===== src/stereo_upmix_with_compressor_defines.svh =====
// Assertion macros for the stereo upmix with compressor block.
// Used by the top level; no other dependencies.
`ifndef STEREO_UPMIX_WITH_COMPRESSOR_DEFINES_SVH
`define STEREO_UPMIX_WITH_COMPRESSOR_DEFINES_SVH
`ifndef SYNTHESIS
`define SUMX_ASSERT(name, clk, rst, prop, msg) \
   name: assert property (@(posedge clk) disable iff (rst) prop) else $error(msg);
`define SUMX_ASSERT_NR(name, clk, prop, msg) \
   name: assert property (@(posedge clk) prop) else $error(msg);
`else
`define SUMX_ASSERT(name, clk, rst, prop, msg)
`define SUMX_ASSERT_NR(name, clk, prop, msg)
`endif
`endif


===== src/sumx_pkg.sv =====
// Shared types and constants of the stereo upmix with compressor block.
// No dependencies.
package sumx_pkg;

   // Register widths and fixed-point positions.
   localparam int GAIN_W     = 23;
   localparam int RATIO_W    = 21;
   localparam int GAIN_SHIFT = 20;
   localparam int THR_FRAC   = 23;
   localparam logic [RATIO_W-1:0] RATIO_ONE = 21'd1048576;

   // Register indexes on the configuration port.
   typedef enum logic [2:0] {
      CSR_PRE_GAIN      = 3'd0,
      CSR_MODE_SELECT   = 3'd1,
      CSR_SURROUND_ZERO = 3'd2,
      CSR_SURROUND_ONE  = 3'd3,
      CSR_EFFECT_ZERO   = 3'd4,
      CSR_EFFECT_ONE    = 3'd5,
      CSR_THRESHOLD     = 3'd6,
      CSR_RATIO         = 3'd7
   } csr_index_type;

   // Reset values of the registers.
   localparam logic [GAIN_W-1:0]  RST_PRE_GAIN      = 23'd525537;
   localparam logic               RST_MODE_SELECT   = 1'b0;
   localparam logic [GAIN_W-1:0]  RST_SURROUND_ZERO = 23'd166189;
   localparam logic [GAIN_W-1:0]  RST_SURROUND_ONE  = 23'd525537;
   localparam logic [GAIN_W-1:0]  RST_EFFECT_ZERO   = 23'd1864662;
   localparam logic [GAIN_W-1:0]  RST_EFFECT_ONE    = 23'd1481154;
   localparam logic [GAIN_W-1:0]  RST_THRESHOLD     = 23'd2516582;
   localparam logic [RATIO_W-1:0] RST_RATIO         = 21'd52429;

endpackage


===== src/sumx_gain.sv =====
// Input register and input gain stage of the stereo upmix block.
// Depends on sumx_pkg.
module sumx_gain #(
   parameter int SB = 24
) (
   input  logic                           clock,
   input  logic [1:0]                     en,
   input  logic signed [SB-1:0]           left_in,
   input  logic signed [SB-1:0]           right_in,
   input  logic [sumx_pkg::GAIN_W-1:0]    pre_gain,
   output logic signed [SB+2:0]           left_gained,
   output logic signed [SB+2:0]           right_gained
);
   import sumx_pkg::*;

   localparam int MW = SB + 2;
   localparam int LW = SB + 3;
   localparam int PW = SB + GAIN_W;

   logic signed [SB-1:0] xl_ff, xr_ff;
   logic [SB-1:0]        ml, mr;
   logic [PW-1:0]        pl, pr;
   logic signed [LW-1:0] l_in, r_in, l_ff, r_ff;

   // Stage 0: capture the input item.
   always_ff @(posedge clock) begin
      if (en[0]) begin
         xl_ff <= left_in;
         xr_ff <= right_in;
      end
   end

   // Stage 1: magnitude times gain, truncated, sign restored.
   always_comb begin
      ml = xl_ff[SB-1] ? SB'(-xl_ff) : SB'(xl_ff);
      mr = xr_ff[SB-1] ? SB'(-xr_ff) : SB'(xr_ff);
      pl = PW'(ml) * PW'(pre_gain);
      pr = PW'(mr) * PW'(pre_gain);
      l_in = xl_ff[SB-1] ? -$signed({1'b0, pl[MW+GAIN_SHIFT-1:GAIN_SHIFT]})
                         :  $signed({1'b0, pl[MW+GAIN_SHIFT-1:GAIN_SHIFT]});
      r_in = xr_ff[SB-1] ? -$signed({1'b0, pr[MW+GAIN_SHIFT-1:GAIN_SHIFT]})
                         :  $signed({1'b0, pr[MW+GAIN_SHIFT-1:GAIN_SHIFT]});
   end

   always_ff @(posedge clock) begin
      if (en[1]) begin
         l_ff <= l_in;
         r_ff <= r_in;
      end
   end

   assign left_gained  = l_ff;
   assign right_gained = r_ff;
endmodule


===== config.mk =====
export PLATFORM = sky130hd
export DESIGN_NAME = sumx_gain
export DESIGN_NICKNAME = d
export VERILOG_FILES = /design/src/stereo_upmix_with_compressor_defines.svh /design/src/sumx_pkg.sv /design/src/sumx_gain.sv
export SDC_FILE = /design/constraint.sdc
export NUM_CORES = 2
export LEC_CHECK = 0
export BUFFER_PORTS_ARGS = -buffer_cell sky130_fd_sc_hd__buf_2
export CORE_MARGIN = 5
export CORE_UTILIZATION = 65
export CTS_CLUSTER_SIZE = 28
export DETAILED_ROUTE_END_ITERATION = 10
export GPL_ROUTABILITY_DRIVEN = 0
export PLACE_DENSITY = 0.83
export SLEW_MARGIN = 20
export SYNTH_ARGS = -nofsm -noshare
export SYNTH_HDL_FRONTEND = slang
export SYNTH_SLANG_ARGS = --single-unit

===== constraint.sdc =====
create_clock -name clock -period 11 [get_ports clock]
set_input_delay 1.1 -clock clock [delete_from_list [all_inputs] [get_ports clock]]
set_output_delay 1.1 -clock clock [all_outputs]
set_load 0.05 [all_outputs]

==> flow_summary_export.csv <==
group,metric,value,unit
setup_path,end_kind,"flip-flop",
setup_path,endpoint,"left_gained[25]",
hold_path,hold_class,"in -> reg",
timing,clock_skew,0.0171,ns
cts,cts_buffer_depth,2,
cts,htreeDepth,3,
detailed_routing,vias_per_cell,5.82,
final_layout,drive_gt1_share,6.08,%
setup_path,crit_type,"reg -> reg",
global_routing,grt.overflow.total,0,
setup_path,r2r_slack,0.45,ns
final_layout,mostFrequentLayoutCells,"inv_1, fa_1, nand2_1, and2_1, ha_1",
global_routing,grtUsageTotal,31.5,%
placed_design,dp_hpwl,82500,µm
detailed_routing,drt-total-wl,103000,µm
detailed_routing,remaining_drc_errors,0,
synthesis,netlist_instances,4606,
run_status,status,"finished, final reports clean",
cts,post_cts_resized,0,
final_layout,fin_nets,5892,
final_layout,final_common_cell,"inv_1",
global_routing,grt_pass1_wl,172000,µm
setup_path,path_delay_family,"adder cells",
timing,report.final.slew_viol_count,0,
synthesis,syn-cell-area,41300,µm²
floorplan,num_io_pins,128,
synthesis,yosysSeqAreaShare,7.42,%
cts,root_buffer,"clkbuf_16",
job,drv_cap,0,
cts,post-cts-setup-buffer-count,0,
timing,min_period,10.55,ns
timing,timing.setup.tns,0,ns
placed_design,io_buffers,127,
floorplan,die_y,262,µm
synthesis,synth-xor-area-share,2.84,%
detailed_routing,ant_nets,0,
detailed_routing,wl_per_cell,19.0,µm
cts,clk_pin_slew,0.09,ns
synthesis,yosysWarnings,0,
synthesis,yosys-top-cells-area,"fa_1, ha_1, inv_1",
synthesis,synth_top_family_by_area,"adder cells",
setup_path,critPathArrivalTime,10.70,ns
timing,fmax,94.8,MHz
setup_path,timing.rr.end,"left_gained[25]",
floorplan,initial_utilization,65.6,%
timing,fin_crit_sh,95.9,%
timing,hold_slack,0.864,ns
setup_path,cp.depth,30,
setup_path,r2r-start,"xl_ff[7]",
synthesis,synth-compound-area-share,5.64,%
synthesis,ys_async_sr_fraction,0,%
global_routing,grt_pass1_vias,34100,
synthesis,synth.top_cell.area_share,44.3,%
setup_path,cp-start-kind,"flip-flop",
synthesis,synth_seq_cells,102,
cts,holdBufCountCts,0,
floorplan,rows,92,
floorplan,core_area,63000,µm²
timing,setup_violations,0,
setup_path,critPathMostFrequentCell,"fa_1",
cts,cts.sinks,102,
synthesis,yosys.area_share.simple,18.0,%
timing,max-slew-margin-rel,23.0,%
detailed_routing,dr.pass1.iters,6,
setup_path,critPathMaxFanout,17,
synthesis,synth.largest_area_cell,"fa_1",
synthesis,synth.mux.area_fraction,0.279,%
global_routing,grt_max_degree,55,
setup_path,path_buf_inv,5,
cts,cts_tree,"yes",
synthesis,synth_adder_area_share,54.4,%
detailed_routing,via_count,31600,
final_layout,area_growth,4.66,%
cts,clk_latency,0.41,ns
synthesis,synth.distinct_cells,76,
timing,worst_pin_slew,1.15,ns
synthesis,syn_avg_cell_area,8.97,µm²
synthesis,synth_edf_count,102,
setup_path,worstPathRequired,11.16,ns
setup_path,slowest_stage,"or4_1",
timing,hold_viol,0,
setup_path,slowest_delay,0.62,ns
global_routing,grt_antenna_before_repair,4,
synthesis,ys.flop_type,"edfxtp_1",
detailed_routing,first_iter_violations,2487,
floorplan,chipWidth,262,µm
cts,cts_inserted_buffers,9,
setup_path,r2r_cells,30,
floorplan,fp.dieArea,68700,µm²
synthesis,synth_nets,5928,
setup_path,startpoint,"xl_ff[7]",
## registers in the layout (all words and copies together), names as in the netlist
name          count
xr_ff            24
xl_ff            24
right_gained     27
left_gained      27
## layout make-up
cell class	instances	area [µm²]
well taps	846	1060
clock inverters	7	97.6
flip-flops and latches	102	3060
repair buffers	209	1250
multi-input cells	3250	33800
clock buffers	9	225
inverters	998	3750
fillers	4809	19700
diodes	3	7.51
## per-stage QoR
step | utilization [%] | setup slack [ns] | instance area (µm²) | std cells
4_1_cts | 68.6 | 0.350 | 43200 | 5421
6_report | 68.6 | 0.454 | 43200 | 5424
3_5_place_dp | 68.0 | 0.376 | 42800 | 5405
2_1_floorplan | - | 1.22 | 41300 | 4606
5_1_grt | 68.6 | -0.0271 | 43200 | 5421
3_3_place_gp | 68.0 | 0.639 | 42800 | 5405
## how the worst min path moves through the flow
stage,start,end,slack (ns),cells after the start
3_3_place_gp,xl_ff[18],left_gained[25],1.22,5
6_report,left_in[21],xl_ff[21],0.86,1
5_1_grt,left_in[23],xl_ff[23],0.86,1
2_1_floorplan,xr_ff[22],right_gained[25],0.95,5
3_5_place_dp,xl_ff[22],left_gained[25],1.25,5
4_1_cts,left_in[20],xl_ff[20],0.84,1
## routing by layer
layer	share of wire, %	track usage (%)	wire length (µm)
met1	38	42.3	39500
met5	0.028	0	29
met4	3.8	11.0	3870
met2	47	50.8	48300
met3	11	7.68	11400
## synthesized netlist by cell type, drive strengths merged, types with 11 or more instances
| cell | count |
|---|---|
| a21o | 23 |
| a21oi | 89 |
| a31oi | 13 |
| and2 | 504 |
| and3 | 16 |
| clkbuf | 253 |
| edfxtp | 102 |
| fa | 914 |
| ha | 334 |
| inv | 998 |
| nand2 | 714 |
| nand3 | 34 |
| nand4 | 29 |
| nor2 | 75 |
| nor2b | 25 |
| nor3 | 24 |
| nor4 | 14 |
| o211ai | 14 |
| o21a | 11 |
| o21ai | 93 |
| o31ai | 32 |
| o41ai | 12 |
| or3 | 14 |
| or4 | 11 |
| xnor2 | 111 |
| xor2 | 23 |
## logic make-up (layout without fill, tap and decap cells)
logic type	after synthesis	count (layout)
xor+xnor	134	134
fa+ha+maj	1248	1248
compound gates	357	357
other cells	0	3
simple gates	1501	1501
flops	102	102
buf+inv	1254	1223
mux	10	10
Power is not shown: default switching activity piles up to over one toggle a cycle in this logic, so the estimate is an artifact.
