$ cat config.mk
export PLATFORM = sky130hd
export DESIGN_NAME = sumx_mix
export DESIGN_NICKNAME = d
export VERILOG_FILES = /design/src/stereo_upmix_with_compressor_defines.svh /design/src/sumx_pkg.sv /design/src/sumx_mix.sv
export SDC_FILE = /design/constraint.sdc
export NUM_CORES = 2
export LEC_CHECK = 0
export BUFFER_PORTS_ARGS = -buffer_cell sky130_fd_sc_hd__buf_4
export CAP_MARGIN = 20
export CELL_PAD_IN_SITES_DETAIL_PLACEMENT = 0
export CELL_PAD_IN_SITES_GLOBAL_PLACEMENT = 1
export CORE_ASPECT_RATIO = 0.7
export CORE_UTILIZATION = 51
export DETAILED_ROUTE_END_ITERATION = 10
export GPL_ROUTABILITY_DRIVEN = 0
export GPL_TIMING_DRIVEN = 0
export PLACE_DENSITY_LB_ADDON = 0.1
export SYNTH_ARGS = -nofsm -noshare
export SYNTH_HDL_FRONTEND = slang
export SYNTH_SLANG_ARGS = --single-unit
export TNS_END_PERCENT = 20
$ cat constraint.sdc
create_clock -name clock -period 16.63 [get_ports clock]
set_input_delay 4.989 -clock clock [delete_from_list [all_inputs] [get_ports clock]]
set_output_delay 4.989 -clock clock [all_outputs]
set_load 0.01 [all_outputs]
$ cat src/stereo_upmix_with_compressor_defines.svh
// Assertion macros for the stereo upmix with compressor block.
// Used by the top level; no other dependencies.
`ifndef STEREO_UPMIX_WITH_COMPRESSOR_DEFINES_SVH
`define STEREO_UPMIX_WITH_COMPRESSOR_DEFINES_SVH
`ifndef SYNTHESIS
`define SUMX_ASSERT(name, clk, rst, prop, msg) \
   name: assert property (@(posedge clk) disable iff (rst) prop) else $error(msg);
`define SUMX_ASSERT_NR(name, clk, prop, msg) \
   name: assert property (@(posedge clk) prop) else $error(msg);
`else
`define SUMX_ASSERT(name, clk, rst, prop, msg)
`define SUMX_ASSERT_NR(name, clk, prop, msg)
`endif
`endif

$ cat src/sumx_pkg.sv
// Shared types and constants of the stereo upmix with compressor block.
// No dependencies.
package sumx_pkg;

   // Register widths and fixed-point positions.
   localparam int GAIN_W     = 23;
   localparam int RATIO_W    = 21;
   localparam int GAIN_SHIFT = 20;
   localparam int THR_FRAC   = 23;
   localparam logic [RATIO_W-1:0] RATIO_ONE = 21'd1048576;

   // Register indexes on the configuration port.
   typedef enum logic [2:0] {
      CSR_PRE_GAIN      = 3'd0,
      CSR_MODE_SELECT   = 3'd1,
      CSR_SURROUND_ZERO = 3'd2,
      CSR_SURROUND_ONE  = 3'd3,
      CSR_EFFECT_ZERO   = 3'd4,
      CSR_EFFECT_ONE    = 3'd5,
      CSR_THRESHOLD     = 3'd6,
      CSR_RATIO         = 3'd7
   } csr_index_type;

   // Reset values of the registers.
   localparam logic [GAIN_W-1:0]  RST_PRE_GAIN      = 23'd525537;
   localparam logic               RST_MODE_SELECT   = 1'b0;
   localparam logic [GAIN_W-1:0]  RST_SURROUND_ZERO = 23'd166189;
   localparam logic [GAIN_W-1:0]  RST_SURROUND_ONE  = 23'd525537;
   localparam logic [GAIN_W-1:0]  RST_EFFECT_ZERO   = 23'd1864662;
   localparam logic [GAIN_W-1:0]  RST_EFFECT_ONE    = 23'd1481154;
   localparam logic [GAIN_W-1:0]  RST_THRESHOLD     = 23'd2516582;
   localparam logic [RATIO_W-1:0] RST_RATIO         = 21'd52429;

endpackage

$ cat src/sumx_mix.sv
// Surround and effect gains, output sums and saturation.
// Depends on sumx_pkg; runs alongside the compressor pipeline.
module sumx_mix #(
   parameter int SB = 24,
   parameter int CL = 2
) (
   input  logic                         clock,
   input  logic [CL+1:0]                en,
   input  logic signed [SB+2:0]         left_gained,
   input  logic signed [SB+2:0]         right_gained,
   input  logic signed [SB+2:0]         compressed,
   input  logic [sumx_pkg::GAIN_W-1:0]  surround_gain,
   input  logic [sumx_pkg::GAIN_W-1:0]  effect_gain,
   output logic signed [SB-1:0]         front_left,
   output logic signed [SB-1:0]         front_right,
   output logic signed [SB-1:0]         surround_left,
   output logic signed [SB-1:0]         surround_right,
   output logic signed [SB-1:0]         effect_out
);
   import sumx_pkg::*;

   localparam int MW = SB + 2;
   localparam int LW = SB + 3;
   localparam int SW = SB + 6;
   localparam int TW = SB + 8;
   localparam int PW = MW + GAIN_W;
   localparam logic signed [TW-1:0] HI = (TW'(1) <<< (SB - 1)) - TW'(1);
   localparam logic signed [TW-1:0] LO = -HI - TW'(1);

   logic signed [LW-1:0] l_ff [CL];
   logic signed [LW-1:0] r_ff [CL];
   logic signed [SW-1:0] s_ff [CL];
   logic signed [LW-1:0] l2_ff, r2_ff;
   logic signed [SW-1:0] s2_ff, e2_ff;

   logic [MW-1:0]        lm, ym;
   logic [PW-1:0]        ps, pe;
   logic signed [SW-1:0] s_in, e_in;
   logic signed [TW-1:0] sum_fl, ext_r, neg_r, ext_s, ext_e;
   logic signed [SB-1:0] fl_ff, fr_ff, sl_ff, sr_ff, eo_ff;

   function automatic logic signed [SB-1:0] sat(input logic signed [TW-1:0] v);
      if (v > HI) begin
         sat = SB'(HI);
      end else if (v < LO) begin
         sat = SB'(LO);
      end else begin
         sat = SB'(v);
      end
   endfunction

   // Surround product, then delay to line up with the compressor.
   always_comb begin
      lm   = left_gained[LW-1] ? MW'(-left_gained) : MW'(left_gained);
      ps   = PW'(lm) * PW'(surround_gain);
      s_in = left_gained[LW-1] ? -$signed({1'b0, ps[PW-1:GAIN_SHIFT]})
                               :  $signed({1'b0, ps[PW-1:GAIN_SHIFT]});
   end

   always_ff @(posedge clock) begin
      if (en[0]) begin
         l_ff[0] <= left_gained;
         r_ff[0] <= right_gained;
         s_ff[0] <= s_in;
      end
   end

   for (genvar k = 1; k < CL; k++) begin : g_dly
      always_ff @(posedge clock) begin
         if (en[k]) begin
            l_ff[k] <= l_ff[k-1];
            r_ff[k] <= r_ff[k-1];
            s_ff[k] <= s_ff[k-1];
         end
      end
   end

   // Effect product on the compressed left.
   always_comb begin
      ym   = compressed[LW-1] ? MW'(-compressed) : MW'(compressed);
      pe   = PW'(ym) * PW'(effect_gain);
      e_in = compressed[LW-1] ? -$signed({1'b0, pe[PW-1:GAIN_SHIFT]})
                              :  $signed({1'b0, pe[PW-1:GAIN_SHIFT]});
   end

   always_ff @(posedge clock) begin
      if (en[CL]) begin
         l2_ff <= l_ff[CL-1];
         r2_ff <= r_ff[CL-1];
         s2_ff <= s_ff[CL-1];
         e2_ff <= e_in;
      end
   end

   // Output sums and saturation into the output register.
   always_comb begin
      ext_s  = TW'(s2_ff);
      ext_e  = TW'(e2_ff);
      ext_r  = TW'(r2_ff);
      neg_r  = -ext_r;
      sum_fl = ext_s + TW'(l2_ff) + ext_e;
   end

   always_ff @(posedge clock) begin
      if (en[CL+1]) begin
         fl_ff <= sat(sum_fl);
         fr_ff <= sat(ext_r);
         sl_ff <= sat(ext_s);
         sr_ff <= sat(neg_r);
         eo_ff <= sat(ext_e);
      end
   end

   assign front_left     = fl_ff;
   assign front_right    = fr_ff;
   assign surround_left  = sl_ff;
   assign surround_right = sr_ff;
   assign effect_out     = eo_ff;
endmodule

==> flow_summary_export.csv <==
group,metric,value,unit
status,outcome,"finished clean",
final_layout,area_growth,8.81,%
timing,relSlewSlack,0.120,
clock_network,tritoncts,"done",
setup_path,r2r_slack,11400,ps
timing,rsz0062_at_grt,"yes",
setup_path,slowest_delay,890,ps
placement,numPortBuffers,236,
global_route,grt_pass1_vias,42200,
clock_network,clkTransAtPathRegs,60,ps
placement,placed_cell_area,60900,um2
hold_path,hold_class,"reg -> reg",
routing,wirelength,185,mm
setup_path,cp-start-kind,"input port",
floorplan,dieWidth,402,um
routing,drt_iter0_markers,4248,
setup_path,crit-reg2reg-launch,"s2_ff[1]$_DFFE_PP_",
synthesis,synth.area.top_cells,"fa_1, edfxtp_1, ha_1",
floorplan,fp.dieArea,114000,um2
timing,clock-skew-final,9.90,ps
synthesis,synth_flop_cell,"edfxtp_1",
floorplan,die_h,282,um
timing,post-route-period-util,0.982,
hold_path,min_path_cells,0,
synthesis,synth_top_area_frac,0.361,
setup_path,critical_path_arrival,16600,ps
clock_network,cts_sinks,402,
routing,drt_first_pass_iters,5,
synthesis,synth_edf_count,402,
setup_path,startpoint,"left_gained[0]",
routing,routedWlPerCell,24.6,um
final_layout,fill_cells,9932,
synthesis,synth_seq_cells,402,
final_layout,register_area,12100,um2
final_layout,final_common_cell,"inv_1",
global_route,grt_usage,0.328,
setup_path,crit_top_cell,"fa_1",
synthesis,syn_inst,5737,
setup_path,critPathMaxFanout,10,
routing,drt.antenna.violating_nets,0,
placement,dpl.hpwl,156,mm
clock_network,cts.htree.levels,2,
final_layout,layout-drive-gt1-share,0.0598,
final_layout,fin_area,62300,um2
synthesis,syn_area,57200,um2
synthesis,synth.avg_cell_area,9.98,um2
final_layout,multi_input_area,40000,um2
clock_network,cts_buffer_depth,3,
routing,drc_errors,0,
setup_path,slowest_stage,"clkbuf_1",
hold_path,min_from,"l_ff[1][4]$_DFFE_PP_",
timing,setup_viol,0,
floorplan,core,111000,um2
setup_path,criticalPathCategory,"in -> reg",
setup_path,end_kind,"flop",
synthesis,ys_seq_area_frac,0.211,
final_layout,fin_nets,7572,
timing,fmax,61.2,MHz
floorplan,start_util,0.516,
clock_network,numCtsBuffers,40,
global_route,grt_overflow,0,
floorplan,std_cell_rows,102,
hold_path,hold_end,"l2_ff[4]$_DFFE_PP_",
routing,viasPerCell,5.67,
synthesis,ys_types,97,
final_layout,utilization,0.562,
setup_path,crit_required,16910,ps
timing,min_period,16330,ps
global_route,grt_start_max_net_pins,100,
clock_network,postCtsHoldBufs,0,
global_route,grt_pass1_wl,273,mm
synthesis,synth_warnings,0,
final_layout,final_cell_mix,"inv_1, fa_1, nand2_1, and2_1, edfxtp_1",
timing,drv_slew,0,
setup_path,r2r_end,"front_left[10]$_SDFFCE_PN1P_",
floorplan,io_pins,252,
timing,worstMarginPinSlew,1310,ps
routing,route.vias.total,42600,
setup_path,ff2ff_path_depth,14,
synthesis,synth_top_area_cell,"fa_1",
timing,hold_violations,0,
synthesis,syn-num-nets,7280,
job,drv_cap,0,
clock_network,clk-insertion-delay-late,540,ps
global_route,antenna_found_initial,8,
synthesis,async_reset_ff_frac,0,
clock_network,cts-root-buf,"clkbuf_16",
## synthesized netlist by cell type, types with 29 or more instances
cell / number
a21o_1: 59
a21oi_1: 139
and2_1: 579
and3_1: 29
clkbuf_1: 255
edfxtp_1: 402
fa_1: 1031
ha_1: 380
inv_1: 1115
nand2_1: 783
nand3_1: 43
nand4_1: 46
nor2_1: 82
nor3_1: 31
o21a_1: 65
o21ai_0: 149
o31ai_1: 31
xnor2_1: 130
xor2_1: 51
## cells by family (layout without fill, tap and decap cells)
kind of cell | count (synthesis) | after routing | share of synthesized area
buf+inv | 1389 | 1709 | 0.0914
flops | 402 | 402 | 0.211
compound gates | 627 | 627 | 0.0739
mux | 7 | 7 | 0.00136
other cells | 0 | 6 | 0
simple gates | 1720 | 1720 | 0.151
fa+ha+maj | 1411 | 1411 | 0.444
xor+xnor | 181 | 181 | 0.0277
## state kept, by name, indices dropped and copies added, names as in the netlist
| signal | cells |
|---|---|
| effect_out | 24 |
| e2_ff | 30 |
| l2_ff | 27 |
| surround_left | 24 |
| front_right | 24 |
| s_ff | 60 |
| surround_right | 24 |
| r2_ff | 27 |
| r_ff | 54 |
| l_ff | 54 |
| front_left | 24 |
| s2_ff | 30 |
## critical path: cells and delay by family
family,cells,cell delay (ps)
AOI/OAI and AO/OA,5,1860
xor gates and xnor gates,1,530
adders and majority gates,9,4050
buffers and inverters,8,2100
and+or+nand+nor,11,3040
## repair_timing
item                       4_1_cts  5_1_grt
resized for setup                0       23
setup endpoints to repair        0       17
setup buffers                    0        0
## routing by layer
layer | track usage | share of wire | vias to the layer above
li1 | - | - | 18600
met1 | 0.525 | 0.47 | 21600
met2 | 0.418 | 0.37 | 2288
met3 | 0.124 | 0.14 | 154
met4 | 0.0458 | 0.013 | 0
met5 | 0 | 0 | -
## how the worst max path moves through the flow
stage	end	depth (start not counted)
final	s_ff[0][29]$_SDFFCE_PN0P_	34
after floorplan	e2_ff[29]$_SDFFCE_PN0P_	35
after detailed placement	e2_ff[29]$_SDFFCE_PN0P_	35
after global routing	s_ff[0][29]$_SDFFCE_PN0P_	34
after global placement	e2_ff[29]$_SDFFCE_PN0P_	35
after CTS	e2_ff[29]$_SDFFCE_PN0P_	35
## per-stage QoR
stage          worst slack [ps]  instances  hold WS, ps  setup TNS [ps]
5_1_grt                   -19.2       7513          421           -29.7
4_1_cts                     161       7503          415               0
6_report                    302       7519          411               0
3_5_place_dp               -371       7433          405           -1820
2_1_floorplan              2300       5737          400               0
3_3_place_gp               -332       7429          400           -1340
## layout make-up
type | count | share of cell area
buffer | 274 | 0.0169
sequential | 402 | 0.194
inverter | 1115 | 0.0672
clock inverter | 18 | 0.00239
multi-input combinational | 3946 | 0.642
tap | 1456 | 0.0292
antenna | 6 | 0.000241
clock buffer | 52 | 0.0171
timing repair buffer | 250 | 0.0315
Power is not shown: default switching activity piles up to over one toggle a cycle in this logic, so the estimate is an artifact.
