[src/stereo_upmix_with_compressor_defines.svh]
// Assertion macros for the stereo upmix with compressor block.
// Used by the top level; no other dependencies.
`ifndef STEREO_UPMIX_WITH_COMPRESSOR_DEFINES_SVH
`define STEREO_UPMIX_WITH_COMPRESSOR_DEFINES_SVH
`ifndef SYNTHESIS
`define SUMX_ASSERT(name, clk, rst, prop, msg) \
   name: assert property (@(posedge clk) disable iff (rst) prop) else $error(msg);
`define SUMX_ASSERT_NR(name, clk, prop, msg) \
   name: assert property (@(posedge clk) prop) else $error(msg);
`else
`define SUMX_ASSERT(name, clk, rst, prop, msg)
`define SUMX_ASSERT_NR(name, clk, prop, msg)
`endif
`endif

[src/sumx_pkg.sv]
// Shared types and constants of the stereo upmix with compressor block.
// No dependencies.
package sumx_pkg;

   // Register widths and fixed-point positions.
   localparam int GAIN_W     = 23;
   localparam int RATIO_W    = 21;
   localparam int GAIN_SHIFT = 20;
   localparam int THR_FRAC   = 23;
   localparam logic [RATIO_W-1:0] RATIO_ONE = 21'd1048576;

   // Register indexes on the configuration port.
   typedef enum logic [2:0] {
      CSR_PRE_GAIN      = 3'd0,
      CSR_MODE_SELECT   = 3'd1,
      CSR_SURROUND_ZERO = 3'd2,
      CSR_SURROUND_ONE  = 3'd3,
      CSR_EFFECT_ZERO   = 3'd4,
      CSR_EFFECT_ONE    = 3'd5,
      CSR_THRESHOLD     = 3'd6,
      CSR_RATIO         = 3'd7
   } csr_index_type;

   // Reset values of the registers.
   localparam logic [GAIN_W-1:0]  RST_PRE_GAIN      = 23'd525537;
   localparam logic               RST_MODE_SELECT   = 1'b0;
   localparam logic [GAIN_W-1:0]  RST_SURROUND_ZERO = 23'd166189;
   localparam logic [GAIN_W-1:0]  RST_SURROUND_ONE  = 23'd525537;
   localparam logic [GAIN_W-1:0]  RST_EFFECT_ZERO   = 23'd1864662;
   localparam logic [GAIN_W-1:0]  RST_EFFECT_ONE    = 23'd1481154;
   localparam logic [GAIN_W-1:0]  RST_THRESHOLD     = 23'd2516582;
   localparam logic [RATIO_W-1:0] RST_RATIO         = 21'd52429;

endpackage

[src/sumx_comp.sv]
// Dynamic range compressor, hard or soft knee, as a pipeline.
// Depends on sumx_pkg. The soft knee has a one-bit-per-stage divider.
module sumx_comp #(
   parameter int SB        = 24,
   parameter int SOFT_KNEE = 0,
   parameter int CL        = 2
) (
   input  logic                          clock,
   input  logic [CL-1:0]                 en,
   input  logic signed [SB+2:0]          left_gained,
   input  logic [sumx_pkg::GAIN_W-1:0]   threshold,
   input  logic [sumx_pkg::RATIO_W-1:0]  ratio,
   output logic signed [SB+2:0]          compressed
);
   import sumx_pkg::*;

   localparam int F  = SB - 1;
   localparam int MW = SB + 2;
   localparam int LW = SB + 3;

   logic [SB-1:0]      t;
   logic [MW-1:0]      tm, m_in;
   logic [RATIO_W-1:0] rc;

   // Threshold brought to F fraction bits; ratio clamped to one.
   generate
      if (F >= THR_FRAC) begin : g_thr_up
         assign t = SB'(threshold) << (F - THR_FRAC);
      end else begin : g_thr_dn
         assign t = SB'(threshold >> (THR_FRAC - F));
      end
   endgenerate
   assign tm   = MW'(t);
   assign rc   = (ratio > RATIO_ONE) ? RATIO_ONE : ratio;
   assign m_in = left_gained[LW-1] ? MW'(-left_gained) : MW'(left_gained);

   generate
      if (SOFT_KNEE == 0) begin : g_hard
         logic [MW-1:0]         m_ff, diff_ff, yh, y;
         logic                  neg_ff, over_ff;
         logic [MW+RATIO_W-1:0] p;
         logic signed [LW-1:0]  y_ff;

         // First stage: compare against the threshold.
         always_ff @(posedge clock) begin
            if (en[0]) begin
               m_ff    <= m_in;
               neg_ff  <= left_gained[LW-1];
               over_ff <= m_in > tm;
               diff_ff <= m_in - tm;
            end
         end

         // Second stage: scale the excess by the ratio.
         always_comb begin
            p  = (MW+RATIO_W)'(diff_ff) * (MW+RATIO_W)'(rc);
            yh = tm + p[MW+GAIN_SHIFT-1:GAIN_SHIFT];
            y  = over_ff ? yh : m_ff;
         end

         always_ff @(posedge clock) begin
            if (en[1]) begin
               y_ff <= neg_ff ? -$signed({1'b0, y}) : $signed({1'b0, y});
            end
         end
         assign compressed = y_ff;
      end else begin : g_soft
         localparam int RW = 2 * F + 2;
         localparam logic [MW-1:0] ONE_M = MW'(1) << F;

         logic [MW-1:0]  m1_ff, diffb1_ff;
         logic [F:0]     diffm1_ff;
         logic [F+1:0]   den1_ff;
         logic           neg1_ff, big1_ff, mid1_ff;
         logic [F:0]     omt;

         logic [MW-1:0]  m_ff     [F+1];
         logic [MW-1:0]  diffb_ff [F+1];
         logic [F+1:0]   den_ff   [F+1];
         logic [RW-1:0]  rem_ff   [F+1];
         logic [F-1:0]   q_ff     [F+1];
         logic           neg_ff   [F+1];
         logic           big_ff   [F+1];
         logic           mid_ff   [F+1];

         logic [F+RATIO_W-1:0]  pq;
         logic [MW+RATIO_W-1:0] pb;
         logic [RATIO_W-1:0]    omr;
         logic [MW-1:0]         yq, yb, y;
         logic signed [LW-1:0]  y_ff;

         assign omt = (F+1)'(ONE_M) - t;

         // First stage: knee region and operands of the quadratic.
         always_ff @(posedge clock) begin
            if (en[0]) begin
               m1_ff     <= m_in;
               neg1_ff   <= left_gained[LW-1];
               big1_ff   <= m_in > ONE_M;
               mid1_ff   <= m_in > tm;
               diffb1_ff <= m_in - ONE_M;
               diffm1_ff <= (F+1)'(m_in - tm);
               den1_ff   <= {omt, 1'b0};
            end
         end

         // Second stage: square of the distance above the threshold.
         always_ff @(posedge clock) begin
            if (en[1]) begin
               m_ff[0]     <= m1_ff;
               neg_ff[0]   <= neg1_ff;
               big_ff[0]   <= big1_ff;
               mid_ff[0]   <= mid1_ff;
               diffb_ff[0] <= diffb1_ff;
               den_ff[0]   <= den1_ff;
               rem_ff[0]   <= RW'(diffm1_ff) * RW'(diffm1_ff);
               q_ff[0]     <= '0;
            end
         end

         // Divider: one quotient bit per stage, most significant first.
         for (genvar j = 1; j <= F; j++) begin : g_div
            logic [RW-1:0] trial;
            assign trial = RW'(den_ff[j-1]) << (F - j);
            always_ff @(posedge clock) begin
               if (en[j+1]) begin
                  m_ff[j]     <= m_ff[j-1];
                  neg_ff[j]   <= neg_ff[j-1];
                  big_ff[j]   <= big_ff[j-1];
                  mid_ff[j]   <= mid_ff[j-1];
                  diffb_ff[j] <= diffb_ff[j-1];
                  den_ff[j]   <= den_ff[j-1];
                  if (rem_ff[j-1] >= trial) begin
                     rem_ff[j]       <= rem_ff[j-1] - trial;
                     q_ff[j]         <= q_ff[j-1] | (F'(1) << (F - j));
                  end else begin
                     rem_ff[j]       <= rem_ff[j-1];
                     q_ff[j]         <= q_ff[j-1];
                  end
               end
            end
         end

         // Last stage: apply the linear slope above one, the quadratic above the threshold, else pass the magnitude.
         always_comb begin
            omr = RATIO_ONE - rc;
            pq  = (F+RATIO_W)'(q_ff[F]) * (F+RATIO_W)'(omr);
            pb  = (MW+RATIO_W)'(diffb_ff[F]) * (MW+RATIO_W)'(rc);
            yq  = m_ff[F] - MW'(pq[F+RATIO_W-1:GAIN_SHIFT]);
            yb  = ONE_M + pb[MW+GAIN_SHIFT-1:GAIN_SHIFT];
            if (big_ff[F]) begin
               y = yb;
            end else if (mid_ff[F]) begin
               y = yq;
            end else begin
               y = m_ff[F];
            end
         end

         always_ff @(posedge clock) begin
            if (en[F+2]) begin
               y_ff <= neg_ff[F] ? -$signed({1'b0, y}) : $signed({1'b0, y});
            end
         end
         assign compressed = y_ff;
      end
   endgenerate
endmodule

[config.mk]
export PLATFORM = sky130hd
export DESIGN_NAME = sumx_comp
export DESIGN_NICKNAME = d
export VERILOG_FILES = /design/src/stereo_upmix_with_compressor_defines.svh /design/src/sumx_pkg.sv /design/src/sumx_comp.sv
export SDC_FILE = /design/constraint.sdc
export NUM_CORES = 2
export LEC_CHECK = 0
export ABC_AREA = 1
export BUFFER_PORTS_ARGS = -buffer_cell sky130_fd_sc_hd__buf_4
export CELL_PAD_IN_SITES_DETAIL_PLACEMENT = 1
export CELL_PAD_IN_SITES_GLOBAL_PLACEMENT = 1
export CORE_UTILIZATION = 44
export CTS_BUF_LIST = sky130_fd_sc_hd__clkbuf_8
export CTS_CLUSTER_DIAMETER = 80
export DETAILED_ROUTE_END_ITERATION = 10
export PLACE_DENSITY = 0.79
export SLEW_MARGIN = 0
export SYNTH_ARGS = -nofsm -noshare
export SYNTH_HDL_FRONTEND = slang
export SYNTH_SLANG_ARGS = --single-unit
[constraint.sdc]
create_clock -name clock -period 20.5 [get_ports clock]
set_input_delay 0 -clock clock [delete_from_list [all_inputs] [get_ports clock]]
set_output_delay 0 -clock clock [all_outputs]
set_load 0.005 [all_outputs]
==> results.json <==
{
  "outcome": "finished, final reports clean",
  "synth.top_cell.area_share": 0.383,
  "drive_gt1_frac": 0.0589,
  "syn_nets": 3678,
  "die-area_um2": 54700,
  "yosysSeqAreaShare": 0.103,
  "pin_count": 101,
  "synth_edf_count": 81,
  "grt_max_degree": 55,
  "antennaDiodeCount": 0,
  "drv_slew": 0,
  "routedWlPerCell_um": 21.1,
  "cts-buffers-inserted": 9,
  "grt_pass1_vias": 22800,
  "ff_latch_area_um2": 2430,
  "final_cell_area_um2": 25300,
  "stdcell_count": 3692,
  "worstPathMaxFanout": 12,
  "drcViolationCount": 0,
  "synth_area_leaders": "fa_1, inv_1, ha_1",
  "antenna_found_initial": 1,
  "dr.pass1.iters": 7,
  "dpl_cell_area_um2": 25100,
  "drv_cap": 0,
  "die_x_um": 234,
  "crit_required_ns": 20.65,
  "finalSetupViolCount": 0,
  "root_buffer": "clkbuf_8",
  "fin_skew_ns": 0.0109,
  "coreArea_um2": 52900,
  "rsz0062_at_grt": "no",
  "min_path_type": "in -> reg",
  "finalNetCount": 3727,
  "antenna_left": 0,
  "layout-area-overhead-vs-synth_pct": 7.06,
  "relSlewSlack": 0.371,
  "async_flop_share": 0,
  "ys.flop_type": "edfxtp_1",
  "syn_area_um2": 23700,
  "yosys.area.top_type": "fa_1",
  "gp_congestion": 0.949,
  "grt_usage": 0.301,
  "max_stage_delay_ns": 0.89,
  "yosysWarningCount": 0,
  "tns_ns": 0,
  "die_y_um": 234,
  "cts.sinks": 81,
  "finalCriticalPeriod_ns": 10.56,
  "worstPathArrival_ns": 10.72,
  "tritoncts": "built",
  "crit_type": "reg -> reg",
  "port_buffers": 100,
  "multiInputGateArea_um2": 18200,
  "holdBufCountCts": 11,
  "clkSlewWorstSetupHoldPaths_ns": 0.08,
  "setup_ws_ns": 9.94,
  "start_util": 0.448,
  "ctsResizeCount": 0,
  "htree_levels": 3,
  "crit_path_start_kind": "register",
  "wirelength_um": 77800,
  "via_per_inst": 5.35,
  "ys_ff_latch": 81,
  "vias": 19800,
  "first_iter_violations": 1201,
  "critPathSlowestCell": "edfxtp_1",
  "placementRows": 84,
  "grt_pass1_wl_um": 125000,
  "max_slew.worst_pin.slew_ns": 0.943,
  "dpl.hpwl_um": 66500,
  "gr-total-overflow": 0,
  "crit_family": "adder cells",
  "synth_cells": 2951,
  "crit_path_end_kind": "register",
  "fillers": 6512,
  "dp_cells": 3666,
  "max_freq_mhz": 94.7,
  "clk-insertion-delay-late_ns": 0.39,
  "postCtsSetupBuffers": 0,
  "synth_cell_types": 53,
  "crit_path_frequent_cell": "inv_1",
  "synth_area_per_cell_um2": 8.02,
  "min_period_over_period": 0.515,
  "cp_num_buf_inv": 9,
  "dp_slack_ns": 9.82,
  "hold_viol_final": 0,
  "cts_max_path_buffers": 2
}
[cell type report]
cell class                      count  share of cell area
Clock buffer                        9             0.00489
Clock inverter                      6             0.00143
Inverter                          719               0.107
Multi-Input combinational cell   2059               0.718
Sequential cell                    81              0.0960
Tap cell                          688              0.0340
Timing Repair Buffer              130              0.0396
[state kept, by name (all words and copies together), names as in the netlist]
signal and cells:
compressed 27, g_hard.diff_ff 26, g_hard.m_ff 26, g_hard.neg_ff 1
g_hard.over_ff 1
[synth_stat cells, types with 2 or more instances]
cell type  number
nand3_1        43
clkinv_1        8
ha_1          200
nor2_1        392
nor4_1          7
o21a_1         11
a31oi_1        10
o21ai_1        16
a21boi_0        2
xnor2_1        51
nand3_2         3
a21o_1          7
nor3_2          5
o21bai_1        6
nor3_1          9
or2_2           6
o31ai_1         3
nand4_1        16
a21boi_2        2
fa_1          453
xor2_1         62
nand2_2         6
o31ai_2         2
o211ai_1        4
a21oi_1       105
nand3b_1        2
inv_1         707
nand2_1       555
edfxtp_1       81
o21ai_0        52
nor2_2          3
o221ai_1        4
or2_1           2
inv_2           4
clkbuf_1       87
buf_2           3
o21ai_2         6
[cells in the final DEF (no fill, tap or decap), types with 4 or more instances in the layout]
master,instances
o21ai_0,52
o21bai_1,6
o21a_1,11
dlygate4sd3_1,11
o21ai_1,16
fa_1,453
inv_2,4
nand2_2,6
o211ai_1,4
a21oi_1,105
nand4_1,16
nor4_1,7
xor2_1,62
xnor2_1,51
nor3_2,5
inv_1,707
nor3_1,9
nor2_1,392
a31oi_1,10
clkinv_1,10
o221ai_1,4
or2_2,6
clkbuf_8,9
edfxtp_1,81
a21o_1,7
nand2_1,555
nand3_1,43
ha_1,200
buf_4,119
o21ai_2,6
[layer usage]
layer	vias up	GRT usage	wire length, um
li1	8834	-	-
met1	10200	0.394	32800
met2	590	0.527	38600
met3	137	0.0320	4410
met4	0	0.0846	2100
met5	-	0	0
[worst reg2reg max path: cells and delay by family (launching register included)]
kind | cells | cell delay [ns]
fa+ha+maj | 9 | 4.14
compound gates | 8 | 1.88
buf+inv | 9 | 1.20
xor+xnor | 1 | 0.14
flops | 1 | 0.89
simple gates | 13 | 2.04
[path summary, 6_finish.rpt]
kind | from | end | slack [ns] | depth (start not counted)
min | left_gained[23] | g_hard.m_ff[23] | 0.02 | 3
min reg2reg | g_hard.m_ff[3] | compressed[3] | 0.74 | 2
max reg2reg | g_hard.diff_ff[8] | compressed[25] | 9.94 | 40
max | g_hard.diff_ff[8] | compressed[25] | 9.94 | 40
[cell families after synthesis]
kind of cell    Yosys count  share of synthesized area
compound gates          239                     0.0590
xor+xnor                113                     0.0418
fa+ha+maj               653                      0.489
buf+inv                 811                      0.129
flops                    81                      0.103
simple gates           1054                      0.178
[stage by stage]
stage | util | hold slack (ns)
global route | 0.479 | 0.0197
detailed placement | 0.474 | 0.209
finish | 0.479 | 0.0209
global placement | 0.474 | 0.204
floorplan | - | 0.0989
CTS | 0.479 | 0.00108
Power is not shown: default switching activity piles up to over one toggle a cycle in this logic, so the estimate is an artifact.
